**config.mk**
```make
export PLATFORM = sky130hd
export DESIGN_NAME = dpq_cell
export DESIGN_NICKNAME = d
export VERILOG_FILES = /design/src/rtl/core/dpq_pkg.sv /design/src/rtl/core/dpq_cell.sv
export SDC_FILE = /design/constraint.sdc
export NUM_CORES = 1
export LEC_CHECK = 0
export ABC_AREA = 1
export BUFFER_PORTS_ARGS = -buffer_cell sky130_fd_sc_hd__buf_2
export CAP_MARGIN = 20
export CORE_MARGIN = 2
export CORE_UTILIZATION = 45
export CTS_CLUSTER_SIZE = 20
export DETAILED_ROUTE_END_ITERATION = 6
export HOLD_SLACK_MARGIN = 0.03
export PLACE_DENSITY = 0.81
export SYNTH_ARGS = -nofsm -noshare
export SYNTH_HDL_FRONTEND = slang
export SYNTH_SLANG_ARGS = --single-unit
```
**constraint.sdc**
```tcl
create_clock -name clk -period 2.5 [get_ports clk]
set_input_delay 0.125 -clock clk [delete_from_list [all_inputs] [get_ports clk]]
set_output_delay 0.125 -clock clk [all_outputs]
set_load 0.005 [all_outputs]
```
**src/rtl/core/dpq_pkg.sv**
```systemverilog
package dpq_pkg;

  localparam int COORD_BITS       = 16;
  localparam int DIST_W           = 2 * COORD_BITS;
  localparam int DEFAULT_CAPACITY = 64;
  localparam int PENDING_W        = 7;
  localparam int STATUS_W         = 3;

  localparam logic [1:0] CMD_SCHEDULE   = 2'd0;
  localparam logic [1:0] CMD_UNSCHEDULE = 2'd1;
  localparam logic [1:0] CMD_POP        = 2'd2;

  localparam logic [STATUS_W-1:0] ST_DONE        = 3'd0;
  localparam logic [STATUS_W-1:0] ST_PRESENT     = 3'd1;
  localparam logic [STATUS_W-1:0] ST_NOT_PRESENT = 3'd2;
  localparam logic [STATUS_W-1:0] ST_EMPTY       = 3'd3;
  localparam logic [STATUS_W-1:0] ST_FULL        = 3'd4;

  localparam logic [1:0] OP_HOLD   = 2'd0;
  localparam logic [1:0] OP_INSERT = 2'd1;
  localparam logic [1:0] OP_REMOVE = 2'd2;

  typedef struct packed {
    logic [1:0]                   command;
    logic signed [COORD_BITS-1:0] pos_x;
    logic signed [COORD_BITS-1:0] pos_y;
  } dpq_in_t;

  typedef struct packed {
    logic signed [COORD_BITS-1:0] out_x;
    logic signed [COORD_BITS-1:0] out_y;
    logic [STATUS_W-1:0]          status;
    logic [PENDING_W-1:0]         pending;
    logic                         not_empty;
  } dpq_out_t;

  typedef struct packed {
    logic                         valid;
    logic signed [COORD_BITS-1:0] x;
    logic signed [COORD_BITS-1:0] y;
    logic [DIST_W-1:0]            dist_sq;
  } dpq_entry_t;

  typedef struct packed {
    logic [1:0]                   op;
    logic signed [COORD_BITS-1:0] x;
    logic signed [COORD_BITS-1:0] y;
    logic [DIST_W-1:0]            dist_sq;
  } dpq_ctrl_t;

endpackage

```
**src/rtl/core/dpq_cell.sv**
```systemverilog
module dpq_cell (
  input  logic                clk,
  input  logic                rst_n,
  input  dpq_pkg::dpq_ctrl_t  ctrl,
  input  logic                prev_gt,
  input  dpq_pkg::dpq_entry_t prev_ent,
  input  dpq_pkg::dpq_entry_t next_ent,
  input  logic                shift,
  output dpq_pkg::dpq_entry_t ent,
  output logic                gt,
  output logic                match
);
  import dpq_pkg::*;

  logic                         valid_r;
  logic signed [COORD_BITS-1:0] x_r;
  logic signed [COORD_BITS-1:0] y_r;
  logic [DIST_W-1:0]            dist_r;
  dpq_entry_t                   ent_nxt;

  assign ent   = '{valid: valid_r, x: x_r, y: y_r, dist_sq: dist_r};
  assign gt    = !valid_r || (dist_r > ctrl.dist_sq);
  assign match = valid_r && (x_r == ctrl.x) && (y_r == ctrl.y);

  always_comb begin
    ent_nxt = ent;
    case (ctrl.op)
      OP_INSERT: begin
        // cells past the insertion point move up by one
        if (gt) begin
          if (prev_gt) begin
            ent_nxt = prev_ent;
          end else begin
            ent_nxt = '{valid: 1'b1, x: ctrl.x, y: ctrl.y, dist_sq: ctrl.dist_sq};
          end
        end
      end
      OP_REMOVE: begin
        if (shift) begin
          ent_nxt = next_ent;
        end
      end
      default: begin
        ent_nxt = ent;
      end
    endcase
  end

  always_ff @(posedge clk) begin
    if (!rst_n) begin
      valid_r <= 1'b0;
    end else begin
      valid_r <= ent_nxt.valid;
    end
  end

  always_ff @(posedge clk) begin
    x_r    <= ent_nxt.x;
    y_r    <= ent_nxt.y;
    dist_r <= ent_nxt.dist_sq;
  end

endmodule

```
==> reports/results.txt <==
Final GP Congestion = 0.895
clock transition time at the flip-flop clock pins of the worst setup and hold paths = 0.08 ns
Routed Antenna Nets = 0
final net count = 1079
largest family of logic cells by synthesized area = simple AND/OR/NAND/NOR gates
Iter 0 DRT Violations = 368
floorplan row count = 36
Clock Latency Late Sink = 0.34 ns
Synth Flop Type = edfxtp_1
endpoints failing setup = 0
gr usage total = 25.0%
delay-heaviest family, CP = XOR/XNOR gates
CP arrival = 2.06 ns
Reg2Reg Depth = 14
setup bufs post-CTS = 0
cell breakdown of the critical path = xnor2_1 > nand2_1 > a221oi_1 > nand3_1 > nor3_1 > buf_2
XOR/XNOR Fraction of Synth Area = 1.15%
vias in the first global route = 4631
Adder-Cell Fraction of Synth Area = 8.76%
most common cell after layout, fill and taps aside = buf_2
commonest non-fill, non-tap cells in the layout = buf_2, nand2_1, nor2_1
drt pass-1 iters = 5
remaining global-route overflow = 0
Starting Density = 46.5%
RSZ-0062 raised after global routing = no
Synth-to-Final Area Change = 38.5%
Clk pwr share = 35.8%
Setup crit start kind = flip-flop
Slew Limit Fails = 0
Placement Cell Area = 6050 sq um
num ports = 267
DIE AREA = 11000 sq um
Num CTS Buffers = 9
critical path class = reg2out
ANT cells = 0
sw power = 0.902 mW
#FFs+latches synth = 65
VDD IR-drop max = 0.318 mV
mapped cell area = 4570 sq um
Hold Fails Final Rpt = 0
Slew HR = 54.7%
Clock Root Buffer = clkbuf_8
Final min period = 2.19 ns
Die H = 105 um
WHS Path Cells = 3
internal power = 2.44 mW
Final Power = 3.34 mW
Synth Area in Compound Gates = 14.5%
sequential share of power = 41.1%
multiplexer share of the synthesized area = 0%
register area share after synthesis = 42.5%
Port-buffer cells = 266
htree depth = 3
detailed placer's ending HPWL = 11100 um
core area = 9820 sq um
worst min path class = in2reg
Synth Area in Simple Gates = 25.2%
DP Worst Slack = 0.346 ns
Net Sw Frac = 27.0%
via-per-instance ratio = 4.98
Final Skew = 0.0139 ns
period utilization = 87.5%
vias = 4906
final worst slack = 0.312 ns
drt drc = 0
Worst path max stage delay = 0.44 ns
Slowest cell on crit path = xnor2_1
run status = finished, final reports clean
clk sinks = 65
worst-margin pin slew = 0.679 ns
post-CTS sizing = 0
first-pass GRT wire length = 22000 um
Synth warnings = 0
Pleak = 3.24 nW
clock tree buffer depth = 2
CTS Hold Bufs = 1
Cell variety after synth = 35
Synth Net Count = 822
PwrDens = 528 nW/um^2
die width = 105 um
fmax = 457 MHz
EDFF count, synth = 64
final wirelength = 14000 um
Fin Setup TNS = 0 ns
fill cell count = 943
average size of a mapped cell = 7.74 sq um
Crit path buffers/inverters = 1
maxcap violations = 0
Layout Cells excl Fill = 985
crit path max fanout = 2
WP depth = 6
FFs w/ async S/R, synth = 0%
share of cells above drive strength 1 = 36.0%
antenna violations before repair = 0
crit end category = primary output
CP required = 2.38 ns
Synth Instances = 590
Placed Cells = 968
WL/cell = 14.2 um
largest net degree at the start of global routing = 65
Gate power share = 23.1%
CTS tree = yes
Layout Cell Area excl Fill = 6330 sq um
==> metal layers <==
layer	routed length (um)	vias to the layer above	GRT usage [%]
met5	0	-	0
met4	231	0	7.62
met3	1090	21	4.37
met2	6830	221	43.5
met1	5820	2158	31.8
li1	-	2506	-
==> cells by family (layout without fill, tap and decap cells) <==
| family | after synthesis | count (layout) |
|---|---|---|
| AO/OA/AOI/OAI | 105 | 105 |
| XOR/XNOR | 6 | 6 |
| adder cells (fa/ha/maj) | 32 | 32 |
| buffers and inverters | 94 | 356 |
| flip-flops | 65 | 65 |
| AND/OR/NAND/NOR | 288 | 288 |
==> worst paths after layout <==
check	startpoint	to	slack, ns
worst max-delay path	x_r[12]	match	0.31
worst min-delay path	next_ent[34]	y_r[2]	0.13
worst max register to register	dist_r[11]	y_r[0]	0.35
worst min register to register	valid_r	valid_r	0.57
==> stage by stage <==
stage | hold slack [ns] | utilization, %
global placement | 0.352 | 61.6
CTS | 0.109 | 64.4
finish | 0.129 | 64.4
detailed placement | 0.367 | 61.6
global route | 0.130 | 64.4
floorplan | 0.245 | -
==> tightest hold or removal path, delay by kind of cell <==
family / cells / cell delay (ns)
AOI/OAI and AO/OA: 1 / 0.12
and+or+nand+nor: 1 / 0.03
buffers and inverters: 1 / 0.08
==> area by class of cell <==
type                       instances  area, sq um  area share, %
clock buffer                       9          124           1.96
inverter                          65          244           3.86
multi-input combinational        431         2270           35.9
tap                              133          166           2.63
sequential                        65         1940           30.7
clock inverter                     7          141           2.23
timing repair buffer             275         1440           22.7
==> power groups by stage <==
stage	logic, mW	registers [mW]	clock network [mW]
after global routing	0.865	1.38	1.25
after CTS	0.774	1.37	1.22
after global placement	0.756	1.39	0
after floorplan	0.381	1.40	0
after detailed placement	0.768	1.39	0
final	0.771	1.37	1.20
==> cells in the mapped netlist (5+ instances only) <==
cell type	count	share of area, %
nand3_1	9	0.99
xnor2_1	5	0.96
nor2_2	6	0.82
a21oi_1	13	1.4
clkbuf_1	19	1.6
buf_2	5	0.55
o22ai_1	8	1.1
o21ai_0	6	0.66
edfxtp_1	64	42
a31oi_1	64	8.8
inv_1	64	5.3
nand2_1	182	15
ha_1	32	8.8
nor2_1	76	6.2
==> registers in the layout (all words and copies together) (netlist names) <==
| register | count |
|---|---|
| x_r | 16 |
| y_r | 16 |
| valid_r | 1 |
| dist_r | 32 |
Power figures use the tool's default switching activity.
