[src/rtl/core/dpq_pkg.sv]
package dpq_pkg;

  localparam int COORD_BITS       = 16;
  localparam int DIST_W           = 2 * COORD_BITS;
  localparam int DEFAULT_CAPACITY = 64;
  localparam int PENDING_W        = 7;
  localparam int STATUS_W         = 3;

  localparam logic [1:0] CMD_SCHEDULE   = 2'd0;
  localparam logic [1:0] CMD_UNSCHEDULE = 2'd1;
  localparam logic [1:0] CMD_POP        = 2'd2;

  localparam logic [STATUS_W-1:0] ST_DONE        = 3'd0;
  localparam logic [STATUS_W-1:0] ST_PRESENT     = 3'd1;
  localparam logic [STATUS_W-1:0] ST_NOT_PRESENT = 3'd2;
  localparam logic [STATUS_W-1:0] ST_EMPTY       = 3'd3;
  localparam logic [STATUS_W-1:0] ST_FULL        = 3'd4;

  localparam logic [1:0] OP_HOLD   = 2'd0;
  localparam logic [1:0] OP_INSERT = 2'd1;
  localparam logic [1:0] OP_REMOVE = 2'd2;

  typedef struct packed {
    logic [1:0]                   command;
    logic signed [COORD_BITS-1:0] pos_x;
    logic signed [COORD_BITS-1:0] pos_y;
  } dpq_in_t;

  typedef struct packed {
    logic signed [COORD_BITS-1:0] out_x;
    logic signed [COORD_BITS-1:0] out_y;
    logic [STATUS_W-1:0]          status;
    logic [PENDING_W-1:0]         pending;
    logic                         not_empty;
  } dpq_out_t;

  typedef struct packed {
    logic                         valid;
    logic signed [COORD_BITS-1:0] x;
    logic signed [COORD_BITS-1:0] y;
    logic [DIST_W-1:0]            dist_sq;
  } dpq_entry_t;

  typedef struct packed {
    logic [1:0]                   op;
    logic signed [COORD_BITS-1:0] x;
    logic signed [COORD_BITS-1:0] y;
    logic [DIST_W-1:0]            dist_sq;
  } dpq_ctrl_t;

endpackage

[src/rtl/core/dpq_dist.sv]
module dpq_dist (
  input  logic                                  clk,
  input  logic signed [dpq_pkg::COORD_BITS-1:0] pos_x,
  input  logic signed [dpq_pkg::COORD_BITS-1:0] pos_y,
  output logic [dpq_pkg::DIST_W-1:0]            dist_sq
);
  import dpq_pkg::*;

  logic [COORD_BITS-1:0] ax;
  logic [COORD_BITS-1:0] ay;
  logic [DIST_W-1:0]     sq_x_r;
  logic [DIST_W-1:0]     sq_y_r;
  logic [DIST_W-1:0]     dist_r;

  // magnitude fits unsigned even for the most negative coordinate
  assign ax = pos_x[COORD_BITS-1] ? $unsigned(-pos_x) : $unsigned(pos_x);
  assign ay = pos_y[COORD_BITS-1] ? $unsigned(-pos_y) : $unsigned(pos_y);

  always_ff @(posedge clk) begin
    sq_x_r <= DIST_W'(ax) * DIST_W'(ax);
    sq_y_r <= DIST_W'(ay) * DIST_W'(ay);
    dist_r <= sq_x_r + sq_y_r;
  end

  assign dist_sq = dist_r;

endmodule

[config.mk]
export PLATFORM = sky130hd
export DESIGN_NAME = dpq_dist
export DESIGN_NICKNAME = d
export VERILOG_FILES = /design/src/rtl/core/dpq_pkg.sv /design/src/rtl/core/dpq_dist.sv
export SDC_FILE = /design/constraint.sdc
export NUM_CORES = 1
export LEC_CHECK = 0
export BUFFER_PORTS_ARGS = -buffer_cell sky130_fd_sc_hd__buf_4
export CAP_MARGIN = 20
export CORE_MARGIN = 3
export CORE_UTILIZATION = 35
export CTS_CLUSTER_SIZE = 12
export DETAILED_ROUTE_END_ITERATION = 16
export GPL_ROUTABILITY_DRIVEN = 0
export PLACE_DENSITY_LB_ADDON = 0.12
export SYNTH_ARGS = -nofsm -noshare
export SYNTH_HDL_FRONTEND = slang
export SYNTH_SLANG_ARGS = --single-unit
[constraint.sdc]
create_clock -name clk -period 7.02 [get_ports clk]
set_input_delay 0.351 -clock clk [delete_from_list [all_inputs] [get_ports clk]]
set_output_delay 0.351 -clock clk [all_outputs]
set_load 0.05 [all_outputs]
==> reports/qor.yml, run 1 <==
hold_class: "in -> reg"
syn_area_per_cell_um2: 9.13
start_kind: "input pin"
vias_per_cell: 4.66
r2r_slack_ps: 3880
status: "finished clean"
ant_nets: 0
wl_per_cell_um: 14.3
root_buffer: "clkbuf_16"
endpoint_kind: "register"
rsz0062_at_grt: "true"
holdPathStages: 2
rows: 81
dp_cells: 2876
yosysWarningCount: 0
drive_gt1_share_pct: 21.8
fmax_ghz: 0.143
hpwl_um: 36800
h-tree-depth: 3
ys.flop_type: "dfxtp_1"
regArea_um2: 1880
whs_ps: 283
tritoncts: "done"
design_area_um2: 21800
grt_start_max_net_pins: 19
antenna_found_initial: 0
layout_commonest_cell: "inv_1"
placed_area_um2: 20900
vias: 13600
worst_slew_pin_slew_ps: 880
io_buffers: 64
clock-sinks: 94
die_y_um: 230
slew_viol_final: 0
area_growth_pct: 24.4
ys_seq_area_share_pct: 10.7
drc_errors: 0
die_area_um2: 52900
ys_ff_latch: 94
drt_iter0_markers: 538
final_cell_count_no_fill: 2914
grt_usage_pct: 16.4
diodes: 0
setup_viol: 0
cp_data_required_time_ps: 7260
start_util_pct: 35.6
most-common-layout-cells: "inv_1, fa_1, buf_4"
clk_pin_slew_ps: 70
netlist_area_um2: 17500
syn_inst: 1922
synth-edff-count: 0
maxCapViolations: 0
synthDistinctLibCells: 65
first_pass_iters: 5
wl_um: 41800
holdCritStartpoint: "pos_x[0]"
rr_worst_depth: 9
grt_pass1_wl_um: 70900
cts.path.max_buffers: 2
cp_max_fo: 7
r2r_start: "sq_x_r[3]"
synthArstFlopShare_pct: 0
fin_crit_ps: 6990
timing_hold_violations_final: 0
cts_buffers: 9
die_x_um: 230
core_um2: 49300
fin_skew_ps: 7.87
crit_type: "in -> reg"
whs_endpoint: "sq_x_r[0]"
gr-total-overflow: 0
slew_headroom_pct: 40.9
pin_count: 65
nets: 2830
n_fill_cell: 4941
clk-insertion-delay-late_ps: 350
regToRegEndpoint: "dist_sq[31]"
post-route-period-util_pct: 99.6
setup_tns_ps: 0
multi_input_area_um2: 14500
grt_pass1_vias: 14600
cp_data_arrival_time_ps: 7230
==> state kept, by name, summed over array words and instances, names as in the netlist <==
signal,cells
sq_x_r,31
sq_y_r,31
dist_sq,32
==> metrics by stage <==
stage          util, %  worst slack (ps)
2_1_floorplan        -             -63.3
3_3_place_gp      42.4              -390
3_5_place_dp      42.4              -446
4_1_cts           43.2             -8.01
5_1_grt           44.3              -265
6_report          44.3              31.1
==> final cells by class <==
class | instances | area share (%)
inverter | 469 | 8.13
clock inverter | 7 | 0.321
sequential | 94 | 8.62
multi-input combinational | 1345 | 66.6
clock buffer | 9 | 1.03
timing repair buffer | 326 | 11.4
tap | 664 | 3.81
==> synth_stat cells (8+ instances only) <==
| cell | instances | area share [%] |
|---|---|---|
| inv_1 | 456 | 9.8 |
| a31oi_1 | 11 | 0.39 |
| nor2b_1 | 12 | 0.43 |
| ha_1 | 226 | 16 |
| or3_1 | 9 | 0.32 |
| xnor2_1 | 79 | 3.9 |
| xor2_1 | 37 | 1.8 |
| nor3_1 | 20 | 0.57 |
| nand2b_1 | 8 | 0.29 |
| o31ai_1 | 9 | 0.38 |
| nand2_1 | 157 | 3.4 |
| o21a_1 | 11 | 0.47 |
| a21o_1 | 32 | 1.4 |
| nor2_1 | 154 | 3.3 |
| o21ai_0 | 38 | 1.1 |
| fa_1 | 326 | 37 |
| clkbuf_1 | 29 | 0.62 |
| a21oi_1 | 72 | 2.1 |
| and3_1 | 12 | 0.43 |
| a211oi_1 | 9 | 0.38 |
| dfxtp_1 | 94 | 11 |
| nand3_1 | 24 | 0.68 |
==> routing by layer <==
metal	global-route usage, %	routed length, µm	part of all wire [%]	vias up
li1	-	-	-	6543
met1	23.2	19700	47	6830
met2	28.3	20500	49	192
met3	1.66	1320	3.2	27
met4	1.58	287	0.69	0
met5	0	0	0	-
==> worst max path at each step <==
stage          cells after the start  slack, ps      from         end
6_report                          26         30  pos_y[7]  sq_y_r[28]
5_1_grt                           26       -260  pos_y[7]  sq_y_r[28]
4_1_cts                           28         -8  pos_y[7]  sq_y_r[29]
3_5_place_dp                      28       -450  pos_y[7]  sq_y_r[29]
3_3_place_gp                      28       -390  pos_y[7]  sq_y_r[29]
2_1_floorplan                     24        -60  pos_x[4]  sq_x_r[24]
==> critical path: stages <==
cell,delay [ps]
buf_6,90
or4_4,520
or2_4,250
or3_4,370
o31ai_4,220
xor2_2,290
inv_2,170
nand2_2,120
fa_1,460
fa_1,550
inv_1,50
fa_1,410
fa_1,500
fa_1,540
inv_1,50
fa_1,470
inv_1,60
ha_4,230
a21o_1,190
a21oi_2,170
o21ai_0,100
a21oi_1,130
a21bo_2,260
a22o_4,270
o41ai_4,290
xnor2_1,110
==> cells by family after synthesis <==
logic type	after synthesis	share of synthesized area, %
and+or+nand+nor	424	10.6
other	2	0.0428
AOI/OAI and AO/OA	227	8.34
xor gates and xnor gates	120	6.16
buffers and inverters	503	10.8
DFF	94	10.7
adders and majority gates	552	53.3
==> what timing repair did <==
action                                  in CTS  in global routing
buffers inserted                             8                 14
hold buffers                                 0                  0
endpoints found under the setup margin      12                 26
gates resized for setup                      6                106
pin swaps                                    5                 57
Power of run 1 is left out: the tool's default activity adds up to more than one toggle a clock period on the data nets, which glitch-free logic cannot reach.
==> inputs of run 2 (changes only) <==
--- a/config.mk
+++ b/config.mk
@@ -12,6 +12,7 @@
 export CTS_CLUSTER_SIZE = 12
 export DETAILED_ROUTE_END_ITERATION = 16
 export GPL_ROUTABILITY_DRIVEN = 0
+export GPL_TIMING_DRIVEN = 0
 export PLACE_DENSITY_LB_ADDON = 0.12
 export SYNTH_ARGS = -nofsm -noshare
 export SYNTH_HDL_FRONTEND = slang
==> run 2 against run 1 <==
The run now ends with negative setup slack left. Flip-flop and latch count is the same. Cell area decreased by 2.6%. Utilization fell by 1.1 points. Via count fell by 3.8%. Hold slack worse by 86 ps. Sequential share of layout area up 0.23 points. Count of clock-buffer cells in the layout rose by 1. Wire length down 0.17%. Clock skew about the same. Non-clock buffer count decreased by 153. Critical endpoint unchanged. Largest cell class unchanged. Highest routed layer unchanged.
==> reports/qor.yml, run 2 (same netlist as run 1, synthesis figures left out) <==
layout_commonest_cell: "inv_1"
path_buf_inv: 5  # unchanged
die_y_um: 230  # unchanged
slew_headroom_pct: 26.8  # -14 points
clock-sinks: 94  # unchanged
hold_class: "in -> reg"
h-tree-depth: 3  # unchanged
drive_gt1_share_pct: 17.9  # -3.9 points
diodes: 0  # unchanged
cts_buffers: 9  # unchanged
core_um2: 49300  # unchanged
critical_path.slowest_cell: "fa_1"
vias: 13100  # -3.8%
fin_skew_ps: 8.07  # +0.200 ps
fin_crit_ps: 7030  # +45.7 ps
io_buffers: 63  # -1.6%
wl_um: 41700  # -0.17%
drc_errors: 0  # unchanged
start_util_pct: 35.6  # unchanged
setup_viol: 1  # +1
cp_data_required_time_ps: 7260  # about the same
fmax_ghz: 0.142  # -0.65%
clk-insertion-delay-late_ps: 360  # about the same
pin_count: 65  # unchanged
slew_viol_final: 0  # unchanged
tritoncts: "done"
max_stage_delay_ps: 550  # about the same
most-common-layout-cells: "inv_1, fa_1, ha_1"
die_area_um2: 52900  # unchanged
n_fill_cell: 4951  # +0.20%
maxCapViolations: 0  # unchanged
hpwl_um: 34700  # -5.7%
status: "finished, violations left"
die_x_um: 230  # unchanged
ant_nets: 0  # unchanged
vias_per_cell: 4.74  # +1.6%
first_pass_iters: 4  # -1
rows: 81  # unchanged
cts_hold_buffers: 0  # unchanged
endpoint_kind: "register"
grt_pass1_wl_um: 69200  # -2.4%
post-route-period-util_pct: 100  # +0.65 points
grt_start_max_net_pins: 18  # -1
clk_pin_slew_ps: 70  # about the same
violations: "negative setup slack"
crit_top_cell: "fa_1"
cp_top_family: "adder cells"
timing_hold_violations_final: 0  # unchanged
grt_usage_pct: 16.3  # -0.086 points
wl_per_cell_um: 15.1  # +5.4%
area_growth_pct: 21.2
worst_slew_pin_slew_ps: 1090  # +210 ps
drt_iter0_markers: 523  # -2.8%
cp_max_fo: 7  # unchanged
antenna_found_initial: 0  # unchanged
crit_type: "in -> reg"
fin_ws_ps: -14.6  # -45.7 ps
pre_cts_ws_ps: -1840  # -1390 ps
start_kind: "input pin"
largest_register_ffs: 32  # unchanged
rsz0062_at_grt: "true"
cts.path.max_buffers: 2  # unchanged
gr-total-overflow: 0  # unchanged
nets: 2677  # -5.4%
grt_pass1_vias: 13900  # -4.5%
root_buffer: "clkbuf_16"
cp_data_arrival_time_ps: 7270  # +40 ps
[run 2: cell types whose count changed in the layout (fill, tap and decap cells not counted), sizes merged]
cell    previous run  this run
buf              326       150
bufinv             0         1
clkbuf             9        33
clkinv             9         7
[run 2: worst reg2reg max path, cell delays in order (launching register included)]
cell and delay, ps:
dfxtp_1 330, ha_1 320, a21oi_1 290, nor2_1 130, o311a_1 420, o211ai_1 570
a21oi_1 180, nor3_1 470, o21ai_0 170, and3_1 200
[run 2: metrics by stage]
step | cells | utilization (%) | hold slack [ps] | area, µm² | setup TNS, ps
floorplan | 1942 | - | 379 | 17900 | -144
global placement | 2669 | 39.0 | 429 | 19200 | -53600
detailed placement | 2669 | 39.0 | 451 | 19200 | -52790
CTS | 2729 | 41.7 | 184 | 20500 | -86.6
global route | 2761 | 43.2 | 181 | 21300 | -2830
finish | 2761 | 43.2 | 197 | 21300 | -14.6
[run 2: final timing paths]
check	end	slack, ps	depth (start not counted)	startpoint
hold reg to reg	dist_sq[0]	460	1	sq_y_r[0]
hold / removal	sq_x_r[0]	200	1	pos_x[0]
setup reg to reg	dist_sq[31]	3840	9	sq_x_r[3]
setup / recovery	sq_y_r[28]	-10	26	pos_y[7]
[run 2: timing repair]
action                                  in CTS  in global routing
resized for setup                          132                132
setup buffers                               44                 35
pin swaps                                   50                 96
endpoints found under the setup margin      40                 26
[run 2: area by class of cell]
cell class,count,area (µm²),share of cell area [%]
Buffer,31,206,0.971
Clock buffer,10,239,1.12
Timing Repair Buffer,142,1190,5.61
Clock inverter,6,76.3,0.359
Tap cell,664,831,3.91
Inverter,469,1830,8.60
Sequential cell,94,1880,8.85
Multi-Input combinational cell,1345,15000,70.6
[run 2: metal layers]
metal	routed length [µm]	up-vias	global-route usage, %
li1	-	6254	-
met5	0	-	0
met4	357	0	2.08
met3	2060	32	3.41
met1	19100	6597	22.6
met2	20200	199	27.2
Power of run 2 is left out for the same reason.
